### src/sv/vtp_pkg.sv
package vtp_pkg;

  typedef enum logic [3:0] {
    MODE_WHITE   = 4'd0,
    MODE_RED     = 4'd1,
    MODE_GREEN   = 4'd2,
    MODE_BLUE    = 4'd3,
    MODE_GRAY    = 4'd4,
    MODE_RRAMP   = 4'd5,
    MODE_GRAMP   = 4'd6,
    MODE_BRAMP   = 4'd7,
    MODE_BARS    = 4'd8,
    MODE_CHECKER = 4'd9,
    MODE_GRID    = 4'd10,
    MODE_CROSS   = 4'd11
  } mode_t;

  typedef enum logic [2:0] {
    REG_MODE   = 3'd0,
    REG_WIDTH  = 3'd1,
    REG_HEIGHT = 3'd2,
    REG_SQUARE = 3'd3,
    REG_RED    = 3'd4,
    REG_GREEN  = 3'd5,
    REG_BLUE   = 3'd6
  } reg_index_t;

  localparam int CoordW   = 12;
  localparam int DimW     = 13;
  localparam int MaxDim   = 4096;
  localparam int QuotW    = 12;
  localparam int QueueDepth = 4;
  localparam int QueueIdxW  = 2;

  // divider sizes: numerator bits and divisor bits
  localparam int DivNumW = 21;
  localparam int DivDenW = 13;

  // divider stages plus the packing register
  localparam int PipeLat = 22;

  // output queue
  localparam int OutDepth = 32;
  localparam int OutIdxW  = 5;

  // per-item work handed from the front end to the pipeline
  typedef struct packed {
    logic [CoordW-1:0] x;
    logic [CoordW-1:0] y;
  } item_t;

  // snapshot of the configuration
  typedef struct packed {
    logic [3:0]      mode;
    logic [DimW-1:0] width;
    logic [DimW-1:0] height;
    logic [11:0]     square;
    logic [8:0]      red_layout;
    logic [8:0]      green_layout;
    logic [8:0]      blue_layout;
  } cfg_t;

  // bars colors packed as {r,g,b} on/off bits
  function automatic logic [2:0] bar_rgb(input logic [2:0] idx);
    logic [2:0] c;
    case (idx)
      3'd0:    c = 3'b111;
      3'd1:    c = 3'b110;
      3'd2:    c = 3'b011;
      3'd3:    c = 3'b010;
      3'd4:    c = 3'b101;
      3'd5:    c = 3'b100;
      3'd6:    c = 3'b001;
      default: c = 3'b000;
    endcase
    return c;
  endfunction

  // cut an 8-bit channel to its length and place it at its offset
  function automatic logic [31:0] place_channel(input logic [8:0] layout,
                                                input logic [7:0] c);
    logic [4:0]  off;
    logic [3:0]  len;
    logic [7:0]  v;
    logic [63:0] wide;
    off = layout[4:0];
    len = (layout[8:5] > 4'd8) ? 4'd8 : layout[8:5];
    v = (len == 4'd0) ? 8'd0 : (c >> (4'd8 - len));
    wide = {56'd0, v} << off;
    return wide[31:0];
  endfunction

endpackage

### src/sv/vtp_queue.sv
// small item queue between the front end and the pipeline
module vtp_queue (
  input  logic            clk,
  input  logic            rst,
  input  logic            wr_en,
  input  vtp_pkg::item_t  wr_data,
  output logic            full,
  input  logic            rd_en,
  output vtp_pkg::item_t  rd_data,
  output logic            empty
);

  vtp_pkg::item_t mem [vtp_pkg::QueueDepth];
  logic [vtp_pkg::QueueIdxW-1:0] wr_ptr;
  logic [vtp_pkg::QueueIdxW-1:0] rd_ptr;
  logic [vtp_pkg::QueueIdxW:0]   count;

  assign full    = (count == 3'(vtp_pkg::QueueDepth));
  assign empty   = (count == '0);
  assign rd_data = mem[rd_ptr];

  // storage
  always_ff @(posedge clk) begin
    if (wr_en && !full) mem[wr_ptr] <= wr_data;
  end

  // pointers and fill level
  always_ff @(posedge clk) begin
    if (rst) begin
      wr_ptr <= '0;
      rd_ptr <= '0;
      count  <= '0;
    end else begin
      if (wr_en && !full) wr_ptr <= wr_ptr + 1'b1;
      if (rd_en && !empty) rd_ptr <= rd_ptr + 1'b1;
      count <= count + 3'(wr_en && !full) - 3'(rd_en && !empty);
    end
  end

  a_no_overflow: assert property (@(posedge clk) disable iff (rst)
    count <= 3'(vtp_pkg::QueueDepth)) else $error("queue count overflow");
  a_count_up: assert property (@(posedge clk) disable iff (rst)
    (wr_en && !full && !(rd_en && !empty)) |=> (count == $past(count) + 3'd1))
    else $error("queue count did not rise");
  a_count_down: assert property (@(posedge clk) disable iff (rst)
    (rd_en && !empty && !(wr_en && !full)) |=> (count == $past(count) - 3'd1))
    else $error("queue count did not fall");

endmodule

### config.mk
export PLATFORM = sky130hd
export DESIGN_NAME = vtp_queue
export DESIGN_NICKNAME = d
export VERILOG_FILES = /design/src/sv/vtp_pkg.sv /design/src/sv/vtp_queue.sv
export SDC_FILE = /design/constraint.sdc
export NUM_CORES = 1
export LEC_CHECK = 0
export ABC_CLOCK_PERIOD_IN_PS = 2940
export BUFFER_PORTS_ARGS = -buffer_cell sky130_fd_sc_hd__buf_2
export CORE_ASPECT_RATIO = 2
export CORE_MARGIN = 2
export CORE_UTILIZATION = 45
export DETAILED_ROUTE_END_ITERATION = 10
export HOLD_SLACK_MARGIN = 0.15
export PLACE_DENSITY = 0.68
export SYNTH_ARGS = -nofsm -noshare
export SYNTH_HDL_FRONTEND = slang
export SYNTH_SLANG_ARGS = --single-unit
### constraint.sdc
create_clock -name clk -period 2.94 [get_ports clk]
set_clock_uncertainty 0.2 [all_clocks]
set_input_delay 0.294 -clock clk [delete_from_list [all_inputs] [get_ports clk]]
set_output_delay 0.294 -clock clk [all_outputs]
set_load 0.02 [all_outputs]
==> out/metrics.csv <==
stage;metric;value;unit
grt;grt_pass1_vias;2005;
pwr;p_per_area;810;nW/µm²
cts;cts-htree-levels;3;
placed_design;gp_congestion;0.721;
cts;path_clk_slew;0.06;ns
synthesis;synth_area;3970;µm²
sta;slew_viol_final;0;
hold_path;min_to;wr_ptr[1];
cts;root_buffer;clkbuf_16;
run_status;status;finished, final reports clean;
sta;tns;0;ns
routing;drt.antenna.violating_nets;0;
cts;clkLatencyLatePin;0.33;ns
pwr;pwr-share-clk;0.269;
synthesis;ys_ff_latch;105;
grt;grt_pass1_wl;10.2;mm
floorplan;dieArea;9640;µm²
floorplan;die_w;70.4;µm
layout;fin_util;0.568;
pwr;power_frac_comb;0.262;
critical_path;crit_slowest_cell;dfxtp_1;
synthesis;syn_inst;177;
sta;fin_crit_sh;0.835;
critical_path;rr_worst_depth;10;
sta;grt_setup_unrepaired;false;
pwr;p_seq_frac;0.469;
grt;grt_usage;0.148;
layout;final_common_cell;edfxtp_1;
routing;num_vias;1898;
pwr;p_sw_frac;0.284;
critical_path;crit_arrival;2.48;ns
hold_path;min_path_cells;4;
sta;worst_pin_slew;0.487;ns
layout;n_antenna_cell;0;
layout;area_delta_synth_final;22.9;%
routing;drt_pass1_iterations;4;
cts;cts_tree;done;
cts;cts_sinks;105;
pwr;leakagePower;1.71;nW
cts;cts_setup_buffers;0;
synthesis;synth-simple-area-share;0.0261;
critical_path;path_delay_family;adder cells;
synthesis;synth_compound_area_frac;0.00819;
synthesis;synth-xor-area-share;0.00662;
critical_path;critical-path-max-stage-delay;0.44;ns
critical_path;rr_startpoint;count[1];
pwr;ir_drop;0.458;mV
floorplan;rows;48;
layout;layout_common_cells;96 x edfxtp_1, 53 x buf_2, 27 x dlygate4sd3_1;
critical_path;critPathKind;flop to flop;
routing;vias_per_cell;5.10;
critical_path;worstPathMaxFanout;6;
sta;final-setup-viol-count;0;
placed_design;io_buffers;53;
synthesis;synth_mux_area_frac;0.139;
floorplan;initial_core_util;0.462;
synthesis;syn_area_per_cell;22.4;µm²
job;maxCapViolCount;0;
layout;drive_gt1_frac;0.375;
grt;antenna_found_initial;0;
floorplan;fp.dieH;137;µm
hold_path;min_from;wr_en;
pwr;power.switching;1.12;mW
cts;clockBufferDepth;2;
routing;drt_iter0_drc;159;
critical_path;r2r_slack;0.49;ns
synthesis;synth_top_family_by_area;multiplexers;
critical_path;cp.required;2.96;ns
routing;wirelength;6.49;mm
sta;finalCriticalPeriod;2.45;ns
critical_path;end_kind;flop;
hold_path;hp-class;primary input to flop;
routing;remaining_drc_errors;0;
grt;grt-ovfl-total;0;
cts;numCtsBuffers;9;
sta;hold_viol;0;
synthesis;ys_seq_area_frac;0.771;
synthesis;ys_types;25;
critical_path;r2r-end;count[2];
sta;max_slew_margin;0.675;
synthesis;synth-adder-area-share;0.0239;
placed_design;dp_hpwl;4.00;mm
critical_path;worstSetupStartpointType;flop;
floorplan;core;8590;µm²
critical_path;path_cells;nor3b_2 > nor2_1 > inv_1 > ha_1 > inv_1 > ha_1 > fa_1 > xnor2_1 > xnor2_1 > nor2_1;
layout;num-nets-final;302;
synthesis;synth_nets;212;
synthesis;yosysWarnings;0;
routing;avgRoutedWirePerCell;17.5;µm
pwr;intPower;2.83;mW
sta;fmax;0.407;GHz
critical_path;cp.buffers_inverters;2;
grt;grt_max_degree;25;
layout;fillers;661;
floorplan;boundaryPins;54;
-- power by group through the flow --
stage / combinational, mW / clock, mW / sequential, mW
2_1_floorplan: 0.792 / 0 / 1.88
3_3_place_gp: 1.03 / 0 / 1.88
3_5_place_dp: 1.03 / 0 / 1.89
4_1_cts: 1.06 / 1.09 / 1.86
5_1_grt: 1.13 / 1.15 / 1.87
6_report: 1.04 / 1.06 / 1.86
-- Yosys cell counts --
library cell / number / area, µm²
clkbuf_2: 1 / 5.00
mux2i_1: 1 / 10.0
and2_1: 4 / 25.0
o21ai_0: 2 / 10.0
mux4_2: 24 / 541
dfxtp_1: 9 / 180
buf_6: 1 / 11.3
or3_1: 2 / 12.5
nor3b_2: 1 / 12.5
xor2_1: 1 / 8.76
nor2b_1: 2 / 12.5
buf_12: 2 / 40.0
nand2_1: 1 / 3.75
buf_2: 2 / 10.0
nor3_2: 1 / 10.0
nor2_1: 4 / 15.0
edfxtp_1: 96 / 2880
nand2b_1: 2 / 12.5
inv_1: 8 / 30.0
xnor2_1: 2 / 17.5
a21oi_1: 2 / 10.0
o31ai_2: 1 / 12.5
fa_1: 1 / 20.0
ha_1: 6 / 75.1
clkbuf_1: 1 / 3.75
-- metal layers --
metal | vias up | track usage | wire length (µm) | share of wire
met3 | 7 | 0.0442 | 272 | 0.042
met2 | 44 | 0.259 | 3650 | 0.56
met5 | - | 0 | 0 | 0
met1 | 959 | 0.160 | 2460 | 0.38
li1 | 888 | - | - | -
met4 | 0 | 0.0737 | 114 | 0.018
-- repair_timing --
action                    4_1_cts  5_1_grt
hold buffers                   27        0
resized for setup               0        0
hold endpoints to repair      104        0
-- registers in the layout (all words and copies together) (netlist names), named ones only --
register	count
rd_ptr	2
mem	96
count	3
wr_ptr	2
-- worst max path at each step --
stage	start	end	slack, ns	depth (start not counted)
detailed placement	count[1]	count[2]	0.47	10
global route	count[1]	count[2]	0.31	10
finish	count[1]	count[2]	0.49	10
CTS	count[1]	count[2]	0.45	10
global placement	count[1]	count[2]	0.54	10
floorplan	count[2]	count[2]	0.54	10
-- layout make-up --
cell class / count / area [µm²] / share of cell area
Inverter: 8 / 30.0 / 0.00615
Clock buffer: 9 / 225 / 0.0461
Sequential cell: 105 / 3060 / 0.628
Timing Repair Buffer: 86 / 581 / 0.119
Clock inverter: 7 / 47.5 / 0.00974
Tap cell: 100 / 125 / 0.0256
Multi-Input combinational cell: 57 / 808 / 0.166
-- metrics by stage --
| step | instances | setup slack (ns) | area [µm²] | power [mW] | hold WS (ns) |
|---|---|---|---|---|---|
| floorplan | 177 | 0.543 | 3970 | 2.67 | 0.193 |
| global placement | 329 | 0.543 | 4340 | 2.91 | 0.274 |
| detailed placement | 329 | 0.473 | 4340 | 2.92 | 0.296 |
| CTS | 372 | 0.454 | 4880 | 4.01 | 0.191 |
| global route | 372 | 0.306 | 4880 | 4.14 | 0.226 |
| finish | 372 | 0.486 | 4880 | 3.95 | 0.203 |
-- logic make-up after synthesis --
| kind of cell | after synthesis |
|---|---|
| AO/OA/AOI/OAI | 5 |
| XOR/XNOR | 3 |
| adder cells (fa/ha/maj) | 7 |
| buffers and inverters | 15 |
| flip-flops | 105 |
| multiplexers | 25 |
| AND/OR/NAND/NOR | 17 |
-- worst min-delay path: cells and delay by family --
kind	cells	cell delay, ns
buf+inv	2	0.16
mux	1	0.13
simple gates	1	0.09
(Power assumes the default switching activity.)
