===== config.mk =====
export PLATFORM = sky130hd
export DESIGN_NAME = vtp_pipe
export DESIGN_NICKNAME = d
export VERILOG_FILES = /design/src/sv/vtp_pkg.sv /design/src/sv/vtp_div.sv /design/src/sv/vtp_pipe.sv
export SDC_FILE = /design/constraint.sdc
export NUM_CORES = 2
export LEC_CHECK = 0
export ABC_AREA = 1
export BUFFER_PORTS_ARGS = -buffer_cell sky130_fd_sc_hd__clkbuf_2
export CAP_MARGIN = 40
export CORE_ASPECT_RATIO = 1.5
export CORE_MARGIN = 10
export CORE_UTILIZATION = 55
export CTS_CLUSTER_DIAMETER = 60
export CTS_CLUSTER_SIZE = 14
export DETAILED_ROUTE_END_ITERATION = 10
export HOLD_SLACK_MARGIN = 0.12
export PLACE_DENSITY = 0.79
export REMOVE_ABC_BUFFERS = 1
export SYNTH_ARGS = -nofsm -noshare
export SYNTH_HDL_FRONTEND = slang
export SYNTH_SLANG_ARGS = --single-unit
export TNS_END_PERCENT = 20

===== constraint.sdc =====
create_clock -name clk -period 4.8 [get_ports clk]
set_input_delay 0.96 -clock clk [delete_from_list [all_inputs] [get_ports clk]]
set_output_delay 0.96 -clock clk [all_outputs]
set_load 0.05 [all_outputs]

===== src/sv/vtp_pkg.sv =====
package vtp_pkg;

  typedef enum logic [3:0] {
    MODE_WHITE   = 4'd0,
    MODE_RED     = 4'd1,
    MODE_GREEN   = 4'd2,
    MODE_BLUE    = 4'd3,
    MODE_GRAY    = 4'd4,
    MODE_RRAMP   = 4'd5,
    MODE_GRAMP   = 4'd6,
    MODE_BRAMP   = 4'd7,
    MODE_BARS    = 4'd8,
    MODE_CHECKER = 4'd9,
    MODE_GRID    = 4'd10,
    MODE_CROSS   = 4'd11
  } mode_t;

  typedef enum logic [2:0] {
    REG_MODE   = 3'd0,
    REG_WIDTH  = 3'd1,
    REG_HEIGHT = 3'd2,
    REG_SQUARE = 3'd3,
    REG_RED    = 3'd4,
    REG_GREEN  = 3'd5,
    REG_BLUE   = 3'd6
  } reg_index_t;

  localparam int CoordW   = 12;
  localparam int DimW     = 13;
  localparam int MaxDim   = 4096;
  localparam int QuotW    = 12;
  localparam int QueueDepth = 4;
  localparam int QueueIdxW  = 2;

  // divider sizes: numerator bits and divisor bits
  localparam int DivNumW = 21;
  localparam int DivDenW = 13;

  // divider stages plus the packing register
  localparam int PipeLat = 22;

  // output queue
  localparam int OutDepth = 32;
  localparam int OutIdxW  = 5;

  // per-item work handed from the front end to the pipeline
  typedef struct packed {
    logic [CoordW-1:0] x;
    logic [CoordW-1:0] y;
  } item_t;

  // snapshot of the configuration
  typedef struct packed {
    logic [3:0]      mode;
    logic [DimW-1:0] width;
    logic [DimW-1:0] height;
    logic [11:0]     square;
    logic [8:0]      red_layout;
    logic [8:0]      green_layout;
    logic [8:0]      blue_layout;
  } cfg_t;

  // bars colors packed as {r,g,b} on/off bits
  function automatic logic [2:0] bar_rgb(input logic [2:0] idx);
    logic [2:0] c;
    case (idx)
      3'd0:    c = 3'b111;
      3'd1:    c = 3'b110;
      3'd2:    c = 3'b011;
      3'd3:    c = 3'b010;
      3'd4:    c = 3'b101;
      3'd5:    c = 3'b100;
      3'd6:    c = 3'b001;
      default: c = 3'b000;
    endcase
    return c;
  endfunction

  // cut an 8-bit channel to its length and place it at its offset
  function automatic logic [31:0] place_channel(input logic [8:0] layout,
                                                input logic [7:0] c);
    logic [4:0]  off;
    logic [3:0]  len;
    logic [7:0]  v;
    logic [63:0] wide;
    off = layout[4:0];
    len = (layout[8:5] > 4'd8) ? 4'd8 : layout[8:5];
    v = (len == 4'd0) ? 8'd0 : (c >> (4'd8 - len));
    wide = {56'd0, v} << off;
    return wide[31:0];
  endfunction

endpackage


===== src/sv/vtp_div.sv =====
// pipelined restoring divider, one quotient bit per stage, with remainder
module vtp_div (
  input  logic                        clk,
  input  logic                        en,
  input  logic [vtp_pkg::DivNumW-1:0] dividend,
  input  logic [vtp_pkg::DivDenW-1:0] divisor,
  output logic [vtp_pkg::DivNumW-1:0] quotient,
  output logic [vtp_pkg::DivDenW-1:0] remainder
);

  logic [vtp_pkg::DivNumW-1:0] q_s [vtp_pkg::DivNumW+1];
  logic [vtp_pkg::DivDenW:0]   r_s [vtp_pkg::DivNumW+1];
  logic [vtp_pkg::DivNumW-1:0] n_s [vtp_pkg::DivNumW+1];
  logic [vtp_pkg::DivDenW-1:0] d_s [vtp_pkg::DivNumW+1];

  always_comb begin
    q_s[0] = '0;
    r_s[0] = '0;
    n_s[0] = dividend;
    d_s[0] = divisor;
  end

  // one stage per quotient bit, registered
  for (genvar i = 0; i < vtp_pkg::DivNumW; i++) begin : g_stage
    logic [vtp_pkg::DivDenW+1:0] trial;
    logic [vtp_pkg::DivDenW+1:0] shifted;
    assign shifted = {r_s[i], n_s[i][vtp_pkg::DivNumW-1]};
    assign trial   = shifted - {2'b00, d_s[i]};
    always_ff @(posedge clk) begin
      if (en) begin
        n_s[i+1] <= n_s[i] << 1;
        d_s[i+1] <= d_s[i];
        if (!trial[vtp_pkg::DivDenW+1]) begin
          r_s[i+1] <= trial[vtp_pkg::DivDenW:0];
          q_s[i+1] <= {q_s[i][vtp_pkg::DivNumW-2:0], 1'b1};
        end else begin
          r_s[i+1] <= shifted[vtp_pkg::DivDenW:0];
          q_s[i+1] <= {q_s[i][vtp_pkg::DivNumW-2:0], 1'b0};
        end
      end
    end
  end

  assign quotient  = q_s[vtp_pkg::DivNumW];
  assign remainder = r_s[vtp_pkg::DivNumW][vtp_pkg::DivDenW-1:0];

endmodule


===== src/sv/vtp_pipe.sv =====
// back end: divider pipeline, pattern selection, channel packing
module vtp_pipe (
  input  logic           clk,
  input  logic           rst,
  input  logic           en,
  input  logic           in_valid,
  input  vtp_pkg::item_t in_item,
  input  vtp_pkg::cfg_t  cfg,
  output logic           out_valid,
  output logic [31:0]    out_word,
  output logic           out_error
);

  logic [12:0] w, h, s, lastx;
  logic [20:0] ramp_q, bar_q, xs_q, ys_q;
  logic [12:0] xs_r, ys_r;
  logic        v_d [vtp_pkg::PipeLat+1];
  vtp_pkg::item_t it_d [vtp_pkg::PipeLat+1];

  // clamp the frame sizes and square size
  always_comb begin
    w = (cfg.width  > 13'(vtp_pkg::MaxDim)) ? 13'(vtp_pkg::MaxDim) : cfg.width;
    h = (cfg.height > 13'(vtp_pkg::MaxDim)) ? 13'(vtp_pkg::MaxDim) : cfg.height;
    s = (cfg.square == '0) ? 13'd1 : {1'b0, cfg.square};
    lastx = (w > 13'd1) ? w - 13'd1 : 13'd1;
  end

  logic [20:0] x255, x8;
  assign x255 = ({9'd0, in_item.x} << 8) - {9'd0, in_item.x};
  assign x8   = {6'd0, in_item.x, 3'd0};

  vtp_div u_ramp (.clk, .en, .dividend(x255), .divisor(lastx),
                  .quotient(ramp_q), .remainder());
  vtp_div u_bar  (.clk, .en, .dividend(x8), .divisor((w == '0) ? 13'd1 : w),
                  .quotient(bar_q), .remainder());
  vtp_div u_xs   (.clk, .en, .dividend({9'd0, in_item.x}), .divisor(s),
                  .quotient(xs_q), .remainder(xs_r));
  vtp_div u_ys   (.clk, .en, .dividend({9'd0, in_item.y}), .divisor(s),
                  .quotient(ys_q), .remainder(ys_r));

  assign v_d[0]  = in_valid;
  assign it_d[0] = in_item;

  // delay line matching the divider latency plus the packing stage
  for (genvar i = 0; i < vtp_pkg::PipeLat; i++) begin : g_dly
    always_ff @(posedge clk) begin
      if (rst) v_d[i+1] <= 1'b0;
      else if (en) v_d[i+1] <= v_d[i];
    end
    always_ff @(posedge clk) begin
      if (en) it_d[i+1] <= it_d[i];
    end
  end

  // pattern channels after the divider
  logic [7:0]  ramp, r, g, b;
  logic [2:0]  bidx, bc;
  logic        on, err;
  logic [11:0] px, py;
  logic [12:0] xp2, yp2;
  always_comb begin
    px = it_d[vtp_pkg::PipeLat-1].x;
    py = it_d[vtp_pkg::PipeLat-1].y;
    xp2 = {1'b0, px} + 13'd2;
    yp2 = {1'b0, py} + 13'd2;
    ramp = (ramp_q > 21'd255) ? 8'd255 : ramp_q[7:0];
    bidx = (w == '0 || bar_q > 21'd7) ? 3'd7 : bar_q[2:0];
    bc = vtp_pkg::bar_rgb(bidx);
    r = '0; g = '0; b = '0; on = 1'b0; err = 1'b0;
    case (vtp_pkg::mode_t'(cfg.mode))
      vtp_pkg::MODE_WHITE:   begin r = 8'hFF; g = 8'hFF; b = 8'hFF; end
      vtp_pkg::MODE_RED:     r = 8'hFF;
      vtp_pkg::MODE_GREEN:   g = 8'hFF;
      vtp_pkg::MODE_BLUE:    b = 8'hFF;
      vtp_pkg::MODE_GRAY:    begin r = ramp; g = ramp; b = ramp; end
      vtp_pkg::MODE_RRAMP:   r = ramp;
      vtp_pkg::MODE_GRAMP:   g = ramp;
      vtp_pkg::MODE_BRAMP:   b = ramp;
      vtp_pkg::MODE_BARS:    begin r = {8{bc[2]}}; g = {8{bc[1]}}; b = {8{bc[0]}}; end
      vtp_pkg::MODE_CHECKER: on = xs_q[0] ^ ys_q[0];
      vtp_pkg::MODE_GRID:    on = (xs_r == '0) || (ys_r == '0);
      vtp_pkg::MODE_CROSS:   on = (px < 12'd2) || (xp2 >= w) || (py < 12'd2) ||
                                  (yp2 >= h) || ({1'b0, px} == (w >> 1)) ||
                                  ({1'b0, py} == (h >> 1));
      default:               err = 1'b1;
    endcase
    if (on) begin
      r = 8'hFF; g = 8'hFF; b = 8'hFF;
    end
  end

  // pack and register the result
  always_ff @(posedge clk) begin
    if (en) begin
      out_error <= err;
      out_word  <= err ? 32'd0 :
                   (vtp_pkg::place_channel(cfg.red_layout, r) |
                    vtp_pkg::place_channel(cfg.green_layout, g) |
                    vtp_pkg::place_channel(cfg.blue_layout, b));
    end
  end

  assign out_valid = v_d[vtp_pkg::PipeLat];

endmodule

==> run metrics <==
H-tree levels 4; hold_buf cts 0; Yosys warning count 0; crit path time final 4.65 ns; Clock Path Buffers 4; wl on met1 94600 um; Top Layer Used met5; Die W 435 um; port bufs 130; Final #Nets 13700; fmax 215 MHz; Tot Pwr 91.1 mW; largest family of logic cells by synthesized area simple AND/OR/NAND/NOR gates; met3 routed WL 8130 um; setup TNS 0 ns; Placer Congestion 0.915; Slew HR 25.7%; pre-CTS setup slack -0.565 ns; vias 85700; clk_skew 0.0837 ns; Post-Synth XOR/XNOR Area 5.16%; Worst setup SP type flip-flop; Hold Crit Depth 1; Net Sw Power 31.4 mW; Detail Route Antenna Nets 0; Routed WL 270000 um; Fin. Hold Viols 0; Area after DPL 149000 um2; WP data arrival 5.28 ns; final worst slack 0.150 ns; Starting Density 55.3%; Hold Slack 0.208 ns; post-synthesis adder-cell area fraction 9.06%; Pint 59.7 mW; first-pass GRT wire length 428000 um; LEAKAGE 63.9 nW; Final Cell Area 156000 um2; Vias/cell 5.32; combinational share of power 36.1%; Detail Route met2 WL 151000 um; drt drc 0; total CTS buffers 246; CP Max Fanout 8; grt ovf 0; mapped cell area 142000 um2; vias in the first global route 87000; layout cells sized above 1 6.20%; Most common cell on crit path nand2_1; Synth Instances 12100; ranking of synthesized cells by area edfxtp_1 63%, ha_1 8.1%, nand2_1 5.5%; synth unique cells 64; Hold/Removal Path Class in -> reg; slowest stage delay, CP 0.37 ns; number of synthesized flops with an enable pin 2970; status finished, final reports clean; CTS tree built; Flop pwr share 44.2%; Primary FF master, synth edfxtp_1; drt pass-1 iters 7; Clock Latency Late Sink 0.93 ns; cell row count 228; WL/cell 16.8 um; total die area 280000 um2; Crit path required time 5.43 ns; Seq cells post-synth 2992; Worst VDD drop 0.414 mV; total clock sinks 2992; pin count of the biggest net entering global routing 186; max cap viols 0; sequential area share after synthesis 63.0%; final setup fails 0; clock slew at reported path FFs 0.06 ns; transition time of the tightest slew-check pin 1.11 ns; final period utilization 96.9%; Slowest cell on crit path edfxtp_1; die height 643 um; Setup crit end kind flip-flop; R2R depth 29; io pins 131; Pwr Density 585 nW/um2; initial drt markers 4779; Max Slew Vio Count 0; Post-Synth Simple-Gate Area 10.7%; Synth async-reset ratio 0%; Yosys top cell by area edfxtp_1; Core ar. 257000 um2; HPWL after detailed placement 201000 um; Clock Tree Root clkbuf_16; top-area cell type share of the netlist area 62.7%; Mapped Avg Cell Area 11.7 um2; mux contribution to synthesized area 0.00703%; sw frac 34.4%; initial antenna violation count 10; area delta synth->final 9.33%; post-synthesis compound-gate area fraction 7.47%; GRT Util Overall 18.7%; kind of critical path reg -> reg; part of the power in the clock network 19.7%
cell usage after synthesis, drive strengths merged, types with 2 or more instances:
master / number
a2111oi: 4
a211oi: 42
a21boi: 3
a21o: 4
a21oi: 776
a31oi: 8
and2: 50
and3: 2
buf: 32
clkbuf: 172
clkinv: 41
dfxtp: 22
edfxtp: 2970
fa: 70
ha: 919
inv: 1491
nand2: 2085
nand3: 615
nand3b: 43
nand4: 95
nor2: 463
nor3: 76
nor4: 60
o2111ai: 10
o211ai: 12
o21a: 10
o21ai: 1055
o21bai: 77
o221a: 2
o221ai: 2
o31ai: 11
o41ai: 2
or2: 67
xnor2: 407
xor2: 432
what timing repair did:
item                       4_1_cts  5_1_grt
pin swaps                        0       16
setup buffers                    0        7
gates cloned                     0        4
resized for setup                1       31
setup endpoints to repair        1       32
layout by cell type, fill, tap and decap left out, types with 14 or more instances in the layout:
cell type  count
a211oi_1      42
a21oi_1      775
and2_1        50
buf_12        25
buf_4        235
clkbuf_1      19
clkbuf_16    252
clkbuf_2     129
clkinv_1      45
conb_1        19
dfxtp_1       22
edfxtp_1    2970
fa_1          70
ha_1         918
inv_1       1484
nand2_1     2061
nand2_2       20
nand3_1      597
nand3_2       17
nand3b_1      42
nand4_1       93
nor2_1       447
nor2_2        14
nor3_1        72
nor4_1        59
o21ai_0     1009
o21ai_1       44
o21bai_1      77
or2_1         25
or2_2         41
xnor2_1      407
xor2_1       430
worst paths after layout:
| kind | from | endpoint | slack (ns) |
|---|---|---|---|
| worst min register to register | u_ramp.n_s[353]$_DFFE_PP_ | u_ramp.n_s[333]$_DFFE_PP_ | 0.35 |
| worst max register to register | px[2]$_DFFE_PP_ | out_word[22]$_SDFFCE_PP0P_ | 0.15 |
| worst min-delay path | in_item[0] | u_ys.n_s[421]$_DFFE_PP_ | 0.21 |
| worst max-delay path | px[2]$_DFFE_PP_ | out_word[22]$_SDFFCE_PP0P_ | 0.15 |
registers in the layout, indices dropped and copies added (netlist names), 12 cells and up:
name,flops
it_d,276
out_word,32
px,12
py,12
u_bar.d_s,260
u_bar.g_stage.shifted,281
u_bar.n_s,42
u_bar.q_s,210
u_bar.quotient,21
u_ramp.d_s,260
u_ramp.g_stage.shifted,299
u_ramp.n_s,177
u_ramp.q_s,210
u_ramp.quotient,21
u_xs.d_s,156
u_xs.g_stage.shifted,253
u_xs.n_s,58
u_xs.remainder,13
u_ys.d_s,84
u_ys.g_stage.shifted,181
u_ys.n_s,96
u_ys.remainder,13
v_d,21
area by class of cell:
type                    instances  area [um2]
flip-flops and latches       2992       89600
multi-input cells            7430       46400
clock inverters                21         274
inverters                    1532        5750
diodes                          6        15.0
clock buffers                 268        6300
repair buffers                393        3000
well taps                    3450        4320
fillers                     19600      102000
metrics by stage:
step	utilization, %	cells
2_1_floorplan	-	12000
3_3_place_gp	57.8	15800
3_5_place_dp	57.8	15800
4_1_cts	60.4	16100
5_1_grt	60.5	16100
6_report	60.5	16100
per-layer routing:
metal  track usage (%)  vias to the layer above
li1                  -                    43000
met1              18.4                    40700
met2              37.4                     1259
met3              2.35                      660
met4              10.1                        2
met5                 0                        -
cell families after synthesis:
| kind of cell | count (synthesis) |
|---|---|
| and+or+nand+nor | 3559 |
| other | 1 |
| DFF | 2992 |
| xor gates and xnor gates | 839 |
| adders and majority gates | 989 |
| AOI/OAI and AO/OA | 2023 |
| buffers and inverters | 1736 |
| muxes | 1 |
power groups by stage:
| stage | clock [mW] | combinational (mW) | sequential (mW) |
|---|---|---|---|
| finish | 17.9 | 32.9 | 40.3 |
| global route | 19.2 | 37.7 | 40.8 |
| CTS | 18.4 | 33.0 | 40.2 |
| detailed placement | 0 | 32.7 | 40.8 |
| global placement | 0 | 31.4 | 40.5 |
| floorplan | 0 | 24.8 | 39.8 |
worst max-delay path: cells and delay by family, from the launching register on:
| family | cells | cell delay [ns] |
|---|---|---|
| and+or+nand+nor | 19 | 2.19 |
| xor gates and xnor gates | 1 | 0.17 |
| DFF | 1 | 0.37 |
| AOI/OAI and AO/OA | 3 | 0.52 |
| adders and majority gates | 2 | 0.53 |
| buffers and inverters | 4 | 0.56 |
Note: power is estimated with default switching activity, not from simulation.
